<file path="src/sv/console_line_editor_macros.svh">
// Assertion macros for the console line editor.
// Included by the modules that check their own logic; needs a clk and rst in scope.
`ifndef CONSOLE_LINE_EDITOR_MACROS_SVH
`define CONSOLE_LINE_EDITOR_MACROS_SVH

// Same-cycle implication, checked outside reset.
`define CLE_ASSERT_NOW(label, ante, cons) \
  label: assert property (@(posedge clk) disable iff (rst) (ante) |-> (cons)) \
    else $error("console_line_editor check failed");

// Next-cycle implication, checked outside reset.
`define CLE_ASSERT_NEXT(label, ante, cons) \
  label: assert property (@(posedge clk) disable iff (rst) (ante) |=> (cons)) \
    else $error("console_line_editor check failed");

`endif

</file>
<file path="src/sv/cle_pkg.sv">
// Shared types and constants for the console line editor.
// Used by cle_ctrl, cle_datapath and console_line_editor; no dependencies.
package cle_pkg;

  localparam int LINE_CAP = 32;
  localparam int FILL_W   = $clog2(LINE_CAP + 1);
  localparam int ADDR_W   = (LINE_CAP > 1) ? $clog2(LINE_CAP) : 1;
  localparam int LEN_W    = 6;
  localparam int BYTE_W   = 8;
  localparam int KIND_W   = 2;

  localparam logic [LEN_W-1:0] MAX_LINE_LEN_RESET = 6'd32;

  localparam logic [KIND_W-1:0] KIND_ECHO = 2'd0;
  localparam logic [KIND_W-1:0] KIND_LINE = 2'd1;
  localparam logic [KIND_W-1:0] KIND_END  = 2'd2;

  localparam logic [BYTE_W-1:0] CH_BS     = 8'd8;
  localparam logic [BYTE_W-1:0] CH_LF     = 8'd10;
  localparam logic [BYTE_W-1:0] CH_CR     = 8'd13;
  localparam logic [BYTE_W-1:0] CH_ESC    = 8'd27;
  localparam logic [BYTE_W-1:0] CH_SPACE  = 8'd32;
  localparam logic [BYTE_W-1:0] CH_AT     = 8'd64;
  localparam logic [BYTE_W-1:0] CH_O      = 8'd79;
  localparam logic [BYTE_W-1:0] CH_LBRACK = 8'd91;
  localparam logic [BYTE_W-1:0] CH_TILDE  = 8'd126;
  localparam logic [BYTE_W-1:0] CH_DEL    = 8'd127;

  typedef enum logic [2:0] {
    SRC_ZERO,
    SRC_BS,
    SRC_SP,
    SRC_CR,
    SRC_LF,
    SRC_RX,
    SRC_MEM
  } src_t;

  typedef enum logic [2:0] {
    CLS_OTHER,
    CLS_ESC,
    CLS_ERASE,
    CLS_CR,
    CLS_PRINT
  } cls_t;

  typedef struct packed {
    logic              rx_load;
    logic              load;
    logic [KIND_W-1:0] kind;
    src_t              src;
    logic              len_sel;
    logic              last;
    logic              store_wr;
    logic              fill_inc;
    logic              fill_dec;
    logic              fill_clr;
    logic              rd_clr;
    logic              rd_inc;
  } cmd_t;

  typedef struct packed {
    cls_t cls;
    logic is_intro;
    logic is_final;
    logic fill_zero;
    logic room;
    logic rd_more;
    logic out_free;
  } sts_t;

endpackage

</file>
<file path="src/sv/cle_ctrl.sv">
// Controller of the console line editor: escape tracking and result sequencing.
// Depends on cle_pkg; drives cle_datapath through cmd_t, reads sts_t.
module cle_ctrl (
  input  logic          clk,
  input  logic          rst,
  input  logic          in_valid,
  output logic          in_stall,
  input  cle_pkg::sts_t sts,
  output cle_pkg::cmd_t cmd
);
  import cle_pkg::*;

  typedef enum logic [2:0] {
    S_IDLE,
    S_DECODE,
    S_SP,
    S_BS2,
    S_LF,
    S_LREAD,
    S_LOUT,
    S_END
  } state_t;

  typedef enum logic [1:0] {
    ESC_NONE,
    ESC_INTRO,
    ESC_BODY
  } esc_t;

  state_t state, state_next;
  esc_t   esc, esc_next;

  always_comb begin
    cmd        = '0;
    state_next = state;
    esc_next   = esc;
    case (state)
      S_IDLE: begin
        if (in_valid) begin
          cmd.rx_load = 1'b1;
          state_next  = S_DECODE;
        end
      end
      S_DECODE: begin
        if (sts.out_free) begin
          state_next = S_IDLE;
          if (esc == ESC_INTRO) begin
            esc_next = sts.is_intro ? ESC_BODY : ESC_NONE;
          end else if (esc == ESC_BODY) begin
            if (sts.is_final) esc_next = ESC_NONE;
          end else begin
            case (sts.cls)
              CLS_ESC: esc_next = ESC_INTRO;
              CLS_ERASE: begin
                if (!sts.fill_zero) begin
                  cmd.fill_dec = 1'b1;
                  cmd.load     = 1'b1;
                  cmd.kind     = KIND_ECHO;
                  cmd.src      = SRC_BS;
                  state_next   = S_SP;
                end
              end
              CLS_CR: begin
                cmd.load   = 1'b1;
                cmd.kind   = KIND_ECHO;
                cmd.src    = SRC_CR;
                cmd.rd_clr = 1'b1;
                state_next = S_LF;
              end
              CLS_PRINT: begin
                if (sts.room) begin
                  cmd.store_wr = 1'b1;
                  cmd.fill_inc = 1'b1;
                  cmd.load     = 1'b1;
                  cmd.kind     = KIND_ECHO;
                  cmd.src      = SRC_RX;
                  cmd.last     = 1'b1;
                end
              end
              default: ;
            endcase
          end
        end
      end
      S_SP: begin
        if (sts.out_free) begin
          cmd.load   = 1'b1;
          cmd.kind   = KIND_ECHO;
          cmd.src    = SRC_SP;
          state_next = S_BS2;
        end
      end
      S_BS2: begin
        if (sts.out_free) begin
          cmd.load   = 1'b1;
          cmd.kind   = KIND_ECHO;
          cmd.src    = SRC_BS;
          cmd.last   = 1'b1;
          state_next = S_IDLE;
        end
      end
      S_LF: begin
        if (sts.out_free) begin
          cmd.load   = 1'b1;
          cmd.kind   = KIND_ECHO;
          cmd.src    = SRC_LF;
          state_next = sts.fill_zero ? S_END : S_LREAD;
        end
      end
      S_LREAD: state_next = S_LOUT;
      S_LOUT: begin
        if (sts.out_free) begin
          cmd.load   = 1'b1;
          cmd.kind   = KIND_LINE;
          cmd.src    = SRC_MEM;
          cmd.rd_inc = 1'b1;
          state_next = sts.rd_more ? S_LREAD : S_END;
        end
      end
      S_END: begin
        if (sts.out_free) begin
          cmd.load     = 1'b1;
          cmd.kind     = KIND_END;
          cmd.src      = SRC_ZERO;
          cmd.len_sel  = 1'b1;
          cmd.last     = 1'b1;
          cmd.fill_clr = 1'b1;
          state_next   = S_IDLE;
        end
      end
      default: state_next = S_IDLE;
    endcase
  end

  always_ff @(posedge clk) begin
    if (rst) begin
      state <= S_IDLE;
      esc   <= ESC_NONE;
    end else begin
      state <= state_next;
      esc   <= esc_next;
    end
  end

  assign in_stall = (state != S_IDLE);

endmodule

</file>
<file path="src/sv/cle_datapath.sv">
// Datapath of the console line editor: received byte, line store, fill count,
// read pointer and output register. Depends on cle_pkg and the macro header.
`include "console_line_editor_macros.svh"

module cle_datapath (
  input  logic                         clk,
  input  logic                         rst,
  input  logic [cle_pkg::BYTE_W-1:0]   rx_byte,
  input  logic [cle_pkg::LEN_W-1:0]    max_line_len,
  input  cle_pkg::cmd_t                cmd,
  output cle_pkg::sts_t                sts,
  output logic                         out_valid,
  input  logic                         out_stall,
  output logic [cle_pkg::KIND_W-1:0]   out_kind,
  output logic [cle_pkg::BYTE_W-1:0]   out_byte,
  output logic [cle_pkg::LEN_W-1:0]    line_length,
  output logic                         last
);
  import cle_pkg::*;

  localparam int CNT_W = FILL_W + 1;

  logic [BYTE_W-1:0] rx;
  logic [FILL_W-1:0] fill;
  logic [FILL_W-1:0] rd_idx;
  logic [BYTE_W-1:0] rd_data;
  logic [BYTE_W-1:0] mem [LINE_CAP];
  logic [BYTE_W-1:0] src_byte;
  cls_t              cls;

  always_comb begin
    case (rx) inside
      CH_ESC:             cls = CLS_ESC;
      CH_DEL, CH_BS:      cls = CLS_ERASE;
      CH_CR:              cls = CLS_CR;
      [CH_SPACE:CH_TILDE]: cls = CLS_PRINT;
      default:            cls = CLS_OTHER;
    endcase
  end

  always_comb begin
    sts.cls       = cls;
    sts.is_intro  = (rx == CH_LBRACK) || (rx == CH_O);
    sts.is_final  = rx inside {[CH_AT:CH_TILDE]};
    sts.fill_zero = (fill == '0);
    sts.room      = (LEN_W'(fill) < max_line_len) && (fill < FILL_W'(LINE_CAP));
    sts.rd_more   = (CNT_W'(rd_idx) + CNT_W'(1)) < CNT_W'(fill);
    sts.out_free  = !out_valid || !out_stall;
  end

  always_comb begin
    case (cmd.src)
      SRC_BS:  src_byte = CH_BS;
      SRC_SP:  src_byte = CH_SPACE;
      SRC_CR:  src_byte = CH_CR;
      SRC_LF:  src_byte = CH_LF;
      SRC_RX:  src_byte = rx;
      SRC_MEM: src_byte = rd_data;
      default: src_byte = '0;
    endcase
  end

  always_ff @(posedge clk) begin
    if (cmd.store_wr) mem[fill[ADDR_W-1:0]] <= rx;
    rd_data <= mem[rd_idx[ADDR_W-1:0]];
  end

  always_ff @(posedge clk) begin
    if (cmd.rx_load) rx <= rx_byte;
  end

  always_ff @(posedge clk) begin
    if (rst) begin
      fill   <= '0;
      rd_idx <= '0;
    end else begin
      if (cmd.fill_clr)      fill <= '0;
      else if (cmd.fill_inc) fill <= fill + FILL_W'(1);
      else if (cmd.fill_dec) fill <= fill - FILL_W'(1);
      if (cmd.rd_clr)        rd_idx <= '0;
      else if (cmd.rd_inc)   rd_idx <= rd_idx + FILL_W'(1);
    end
  end

  always_ff @(posedge clk) begin
    if (rst) begin
      out_valid <= 1'b0;
    end else if (cmd.load) begin
      out_valid <= 1'b1;
    end else if (!out_stall) begin
      out_valid <= 1'b0;
    end
  end

  always_ff @(posedge clk) begin
    if (cmd.load) begin
      out_kind    <= cmd.kind;
      out_byte    <= src_byte;
      line_length <= cmd.len_sel ? LEN_W'(fill) : '0;
      last        <= cmd.last;
    end
  end

  `CLE_ASSERT_NOW(a_fill_cap, 1'b1, fill <= FILL_W'(LINE_CAP))
  `CLE_ASSERT_NOW(a_store_room, cmd.store_wr, sts.room)
  `CLE_ASSERT_NOW(a_erase_nonempty, cmd.fill_dec, !sts.fill_zero)
  `CLE_ASSERT_NOW(a_load_free, cmd.load, sts.out_free)
  `CLE_ASSERT_NOW(a_read_in_line, cmd.rd_inc, rd_idx < fill)

endmodule

</file>
<file path="src/sv/console_line_editor.sv">
// A taken byte is registered, then decoded; its first result enters the output
// register once that is free. A new byte is taken only after all results of the
// last one (each line byte is one registered read of the line store).
// Reset: synchronous, clears line length, escape state, output and limit (32);
// line store contents are not cleared.
// Top level: APB limit register, cle_ctrl and cle_datapath. Depends on cle_pkg.
module console_line_editor (
  input  logic                         clk,
  input  logic                         rst,
  input  logic                         in_valid,
  output logic                         in_stall,
  input  logic [cle_pkg::BYTE_W-1:0]   rx_byte,
  output logic                         out_valid,
  input  logic                         out_stall,
  output logic [cle_pkg::KIND_W-1:0]   out_kind,
  output logic [cle_pkg::BYTE_W-1:0]   out_byte,
  output logic [cle_pkg::LEN_W-1:0]    line_length,
  output logic                         last,
  input  logic                         psel,
  input  logic                         penable,
  input  logic                         pwrite,
  input  logic [2:0]                   paddr,
  input  logic [31:0]                  pwdata,
  output logic [31:0]                  prdata,
  output logic                         pready
);
  import cle_pkg::*;

  logic [LEN_W-1:0] max_line_len;
  cmd_t             cmd;
  sts_t             sts;

  assign pready = 1'b1;
  assign prdata = (paddr[2] == 1'b0) ? 32'(max_line_len) : '0;

  always_ff @(posedge clk) begin
    if (rst) begin
      max_line_len <= MAX_LINE_LEN_RESET;
    end else if (psel && penable && pwrite && pready && (paddr[2] == 1'b0)) begin
      max_line_len <= pwdata[LEN_W-1:0];
    end
  end

  cle_ctrl u_ctrl (
    .clk      (clk),
    .rst      (rst),
    .in_valid (in_valid),
    .in_stall (in_stall),
    .sts      (sts),
    .cmd      (cmd)
  );

  cle_datapath u_datapath (
    .clk          (clk),
    .rst          (rst),
    .rx_byte      (rx_byte),
    .max_line_len (max_line_len),
    .cmd          (cmd),
    .sts          (sts),
    .out_valid    (out_valid),
    .out_stall    (out_stall),
    .out_kind     (out_kind),
    .out_byte     (out_byte),
    .line_length  (line_length),
    .last         (last)
  );

endmodule

</file>
<file path="config.mk">
export PLATFORM = sky130hd
export DESIGN_NAME = console_line_editor
export DESIGN_NICKNAME = d
export VERILOG_FILES = /design/src/sv/cle_pkg.sv /design/src/sv/cle_ctrl.sv /design/src/sv/cle_datapath.sv /design/src/sv/console_line_editor.sv
export VERILOG_INCLUDE_DIRS = /design/src /design/src/sv
export SDC_FILE = /design/constraint.sdc
export NUM_CORES = 1
export LEC_CHECK = 0
export BUFFER_PORTS_ARGS = -buffer_cell sky130_fd_sc_hd__buf_2
export CAP_MARGIN = 15
export CORE_MARGIN = 1.5
export CORE_UTILIZATION = 40
export CTS_BUF_LIST = sky130_fd_sc_hd__clkbuf_4
export CTS_CLUSTER_SIZE = 20
export DETAILED_ROUTE_END_ITERATION = 6
export HOLD_SLACK_MARGIN = 0.05
export PLACE_DENSITY = 0.66
export SLEW_MARGIN = 20
export SYNTH_ARGS = -nofsm -noshare
export SYNTH_HDL_FRONTEND = slang
export SYNTH_SLANG_ARGS = --single-unit
</file>
<file path="constraint.sdc">
create_clock -name clk -period 3.8 [get_ports clk]
set_input_delay 0.57 -clock clk [delete_from_list [all_inputs] [get_ports clk]]
set_output_delay 0.57 -clock clk [all_outputs]
set_load 0.02 [all_outputs]
</file>
==> metrics <==
outcome finished, final reports clean; largest net degree at the start of global routing 39; multiplexer area fraction after synthesis 0.1466; DR pass1 iterations 5; CTS tree done; number of synthesis warnings 0; Final min period around 3 ns; Synth Area in Adders 0.01879; Comb pwr share 0.043; vias per cell 5.073; gr ovfl total 0; post-layout util 0.4718; FMAX about 0.33 GHz; post-synthesis compound-gate area fraction 0.03748; Routability Congestion 0.8502; clock share of power 0.399; switching power 1.492 mW; die area between 30000 and 40000 um2; Area Overhead vs Synth 14.93%; Mapped Cells 736; Post-Synth Simple-Gate Area 0.05838; Worst setup EP type register; synthesized area between 10000 and 15000 um2; Root Buffer clkbuf_4; initial core utilization 0.4105; Die X between 150 and 200 um; via count 6965; critical path peak fanout 14; Routed Antenna Nets 0; initial antenna violation count 1; Final Hold Viols 0; H-tree levels 3; #FFs+latches synth 313; Final Max Tran Viols 0; core area 31800 um2; number of global-route vias before repair 7205; main combinational cell family by area after synthesis multiplexers; number of synthesized flops with an enable pin 281; Worst-Skew Late Latency 0.67 ns; leakage power a little over 5 nW; total CTS buffers between 70 and 80; Clock Skew 0.02055 ns; Final #Nets ~960; Post-Synth XOR/XNOR Area 0.008723; post-DP HPWL 16840 um; clock sinks 313; peak supply drop 0.2214 mV; unrepaired setup endpoints after global routing false; drt initial violations 563; Post-Layout Cell Count 1373; Reg clk slew, reported paths 0.07 ns; switching share of power 0.2188; register area share after synthesis 0.6956; Ports approximately 100; fin worst setup slack 0.7602 ns; Post-Syn Area per Cell ~18 um2; CP arrival roughly 3.4 ns; die height 183.6 um; DRC viols 0; headroom to the max-slew limit 0.4902; clk buf depth 3; critical setup path kind reg2reg; share of flip-flops with an asynchronous set or reset 0; CP Launch Type register; Worst Hold Class in2reg; top layer in use met4; DP Cell Count ~1.2k; share of layout cells above drive strength 1 0.3205; row count between 60 and 70; number of port buffers 46; Final period util 0.7999; first-pass GRT wire length 40430 um; final WL 26200 um; Worst Path Required 4.17 ns; WL met2 12850 um; number of max-cap violations 0; all-layer global routing usage 0.1605; PwrDens between 400 and 500 nW/um2; drt wl/cell 19.08 um; sequential share of power 0.558; met3 WL 1402 um; Yosys cell types 68; setup slack at placement 0.6968 ns; most frequently used flop master after synthesis edfxtp_1; Cell Int Power about 5.3 mW; M1 WL 11430 um; Final TNS setup 0 ns; final count of negative-setup-slack endpoints 0; worst slew pin tran 0.7628 ns
-- per-stage QoR --
| stage | cell area (um2) | hold slack [ns] | power (mW) |
|---|---|---|---|
| 6_report | 15000 | 0.1380 | 6.820 |
| 5_1_grt | 15000 | 0.1082 | 7.132 |
| 4_1_cts | 15000 | 0.08668 | 6.926 |
| 3_5_place_dp | 13950 | 0.4594 | 4.169 |
| 3_3_place_gp | 13950 | 0.4452 | 4.161 |
| 2_1_floorplan | 13150 | 0.4354 | 4.082 |
-- logic make-up after synthesis --
logic type	Yosys count
DFF	313
and+or+nand+nor	144
other	2
AOI/OAI and AO/OA	66
adders and majority gates	19
muxes	101
xor gates and xnor gates	13
buffers and inverters	78
-- sequential cells by signal (all words and copies together), names as in the netlist --
signal / count
u_ctrl.state: 3
u_datapath.out_kind: 2
u_datapath.rx: 8
u_datapath.last: 1
u_ctrl.esc: 2
u_datapath.line_length: 6
max_line_len: 6
u_datapath.out_valid: 1
u_datapath.out_byte: 8
u_datapath.mem: 256
u_datapath.rd_data: 8
u_datapath.fill: 6
u_datapath.rd_idx: 6
-- worst max-delay path: stages, from the launching register on --
cell and delay (ns):
dfxtp_1 0.45, ha_1 0.26, a211oi_1 0.23, nor2_1 0.09, or2_1 0.26, nor3_4 0.14, buf_4 0.27, nand3_1 0.42
nor2_1 0.37, buf_4 0.24
-- cells in the mapped netlist, types with 2 or more instances --
| cell type | number | area, um2 |
|---|---|---|
| and2_1 | 9 | 56.30 |
| mux4_2 | 72 | 1622 |
| a21boi_0 | 2 | 15.01 |
| buf_2 | 12 | 60.06 |
| ha_1 | 18 | 225.2 |
| a21oi_1 | 7 | 35.03 |
| and3_1 | 3 | 18.77 |
| nand2_1 | 17 | 63.81 |
| a211o_1 | 2 | 17.52 |
| xnor2_1 | 5 | 43.79 |
| nand4_1 | 5 | 31.28 |
| a22oi_1 | 8 | 60.06 |
| dfxtp_1 | 32 | 640.6 |
| o21ai_0 | 7 | 35.03 |
| clkbuf_1 | 11 | 41.29 |
| buf_4 | 34 | 255.2 |
| nand2b_1 | 4 | 25.02 |
| nor2_1 | 63 | 236.5 |
| inv_1 | 17 | 63.81 |
| nand3b_1 | 2 | 15.01 |
| a32o_1 | 3 | 30.03 |
| o211ai_1 | 5 | 37.54 |
| edfxtp_1 | 281 | 8438 |
| a21o_1 | 2 | 15.01 |
| o21a_1 | 9 | 67.56 |
| a221o_1 | 2 | 20.02 |
| nor2b_1 | 4 | 25.02 |
| a211oi_1 | 5 | 37.54 |
| a22o_1 | 2 | 17.52 |
| buf_1 | 2 | 7.510 |
| nand3_1 | 13 | 65.06 |
| xor2_1 | 8 | 70.07 |
| a31oi_1 | 3 | 18.77 |
| conb_1 | 2 | 7.510 |
| or3_1 | 5 | 31.28 |
| mux2i_1 | 28 | 280.3 |
-- final timing paths --
check	slack, ns	depth (start not counted)	start	end
max reg2reg	0.76	9	u_datapath.fill[2]	u_datapath.mem[31][7]
min reg2reg	0.47	1	max_line_len[5]	max_line_len[5]
min	0.14	3	pwdata[0]	max_line_len[0]
max	0.76	9	u_datapath.fill[2]	u_datapath.mem[31][7]
-- power by group through the flow --
stage	clock network [mW]	registers, mW	logic, mW
final	2.72	3.81	0.292
after global routing	3.00	3.81	0.322
after CTS	2.82	3.81	0.295
after detailed placement	0	3.88	0.287
after global placement	0	3.88	0.281
after floorplan	0	3.90	0.181
-- area by class of cell --
type | count | area, um2
Fill cell | 2728 | 16800
Timing Repair Buffer | 105 | 705.7
Inverter | 18 | 67.56
Clock buffer | 101 | 758.2
Antenna cell | 2 | 5.005
Sequential cell | 313 | 9085
Multi-Input combinational cell | 370 | 3625
Clock inverter | 29 | 211.5
Tap cell | 435 | 544.3
-- cell usage in the layout, fill, tap and decap left out, types with 3 or more instances in the layout --
| cell | count |
|---|---|
| a32o_1 | 3 |
| nand2_1 | 17 |
| a21oi_1 | 7 |
| clkinvlp_4 | 3 |
| a31oi_1 | 3 |
| edfxtp_1 | 281 |
| nand4_1 | 5 |
| dlygate4sd3_1 | 8 |
| o21a_1 | 9 |
| buf_4 | 50 |
| conb_1 | 27 |
| nor2b_1 | 4 |
| or3_1 | 5 |
| nand2b_1 | 4 |
| mux4_2 | 72 |
| o21ai_0 | 7 |
| a211oi_1 | 5 |
| inv_1 | 17 |
| dfxtp_1 | 29 |
| mux2i_1 | 28 |
| nand3_1 | 13 |
| clkbuf_4 | 101 |
| clkinv_2 | 6 |
| xor2_1 | 8 |
| nor2_1 | 63 |
| bufinv_16 | 3 |
| clkinv_1 | 16 |
| and3_1 | 3 |
| xnor2_1 | 5 |
| ha_1 | 18 |
| o211ai_1 | 5 |
| and2_1 | 9 |
| buf_2 | 46 |
| a22oi_1 | 8 |
-- per-layer routing --
layer	global-route usage	up-vias
met1	0.2062	3496
li1	-	3209
met5	0	-
met4	0.06262	0
met2	0.2644	215
met3	0.03784	45
-- repair_timing --
| action | 4_1_cts | 5_1_grt |
|---|---|---|
| buffers inserted | 0 | 0 |
| hold endpoints to repair | 8 | 0 |
| resized for setup | 0 | 0 |
| hold buffers | 8 | 0 |
Note: power is estimated with default switching activity, not from simulation.
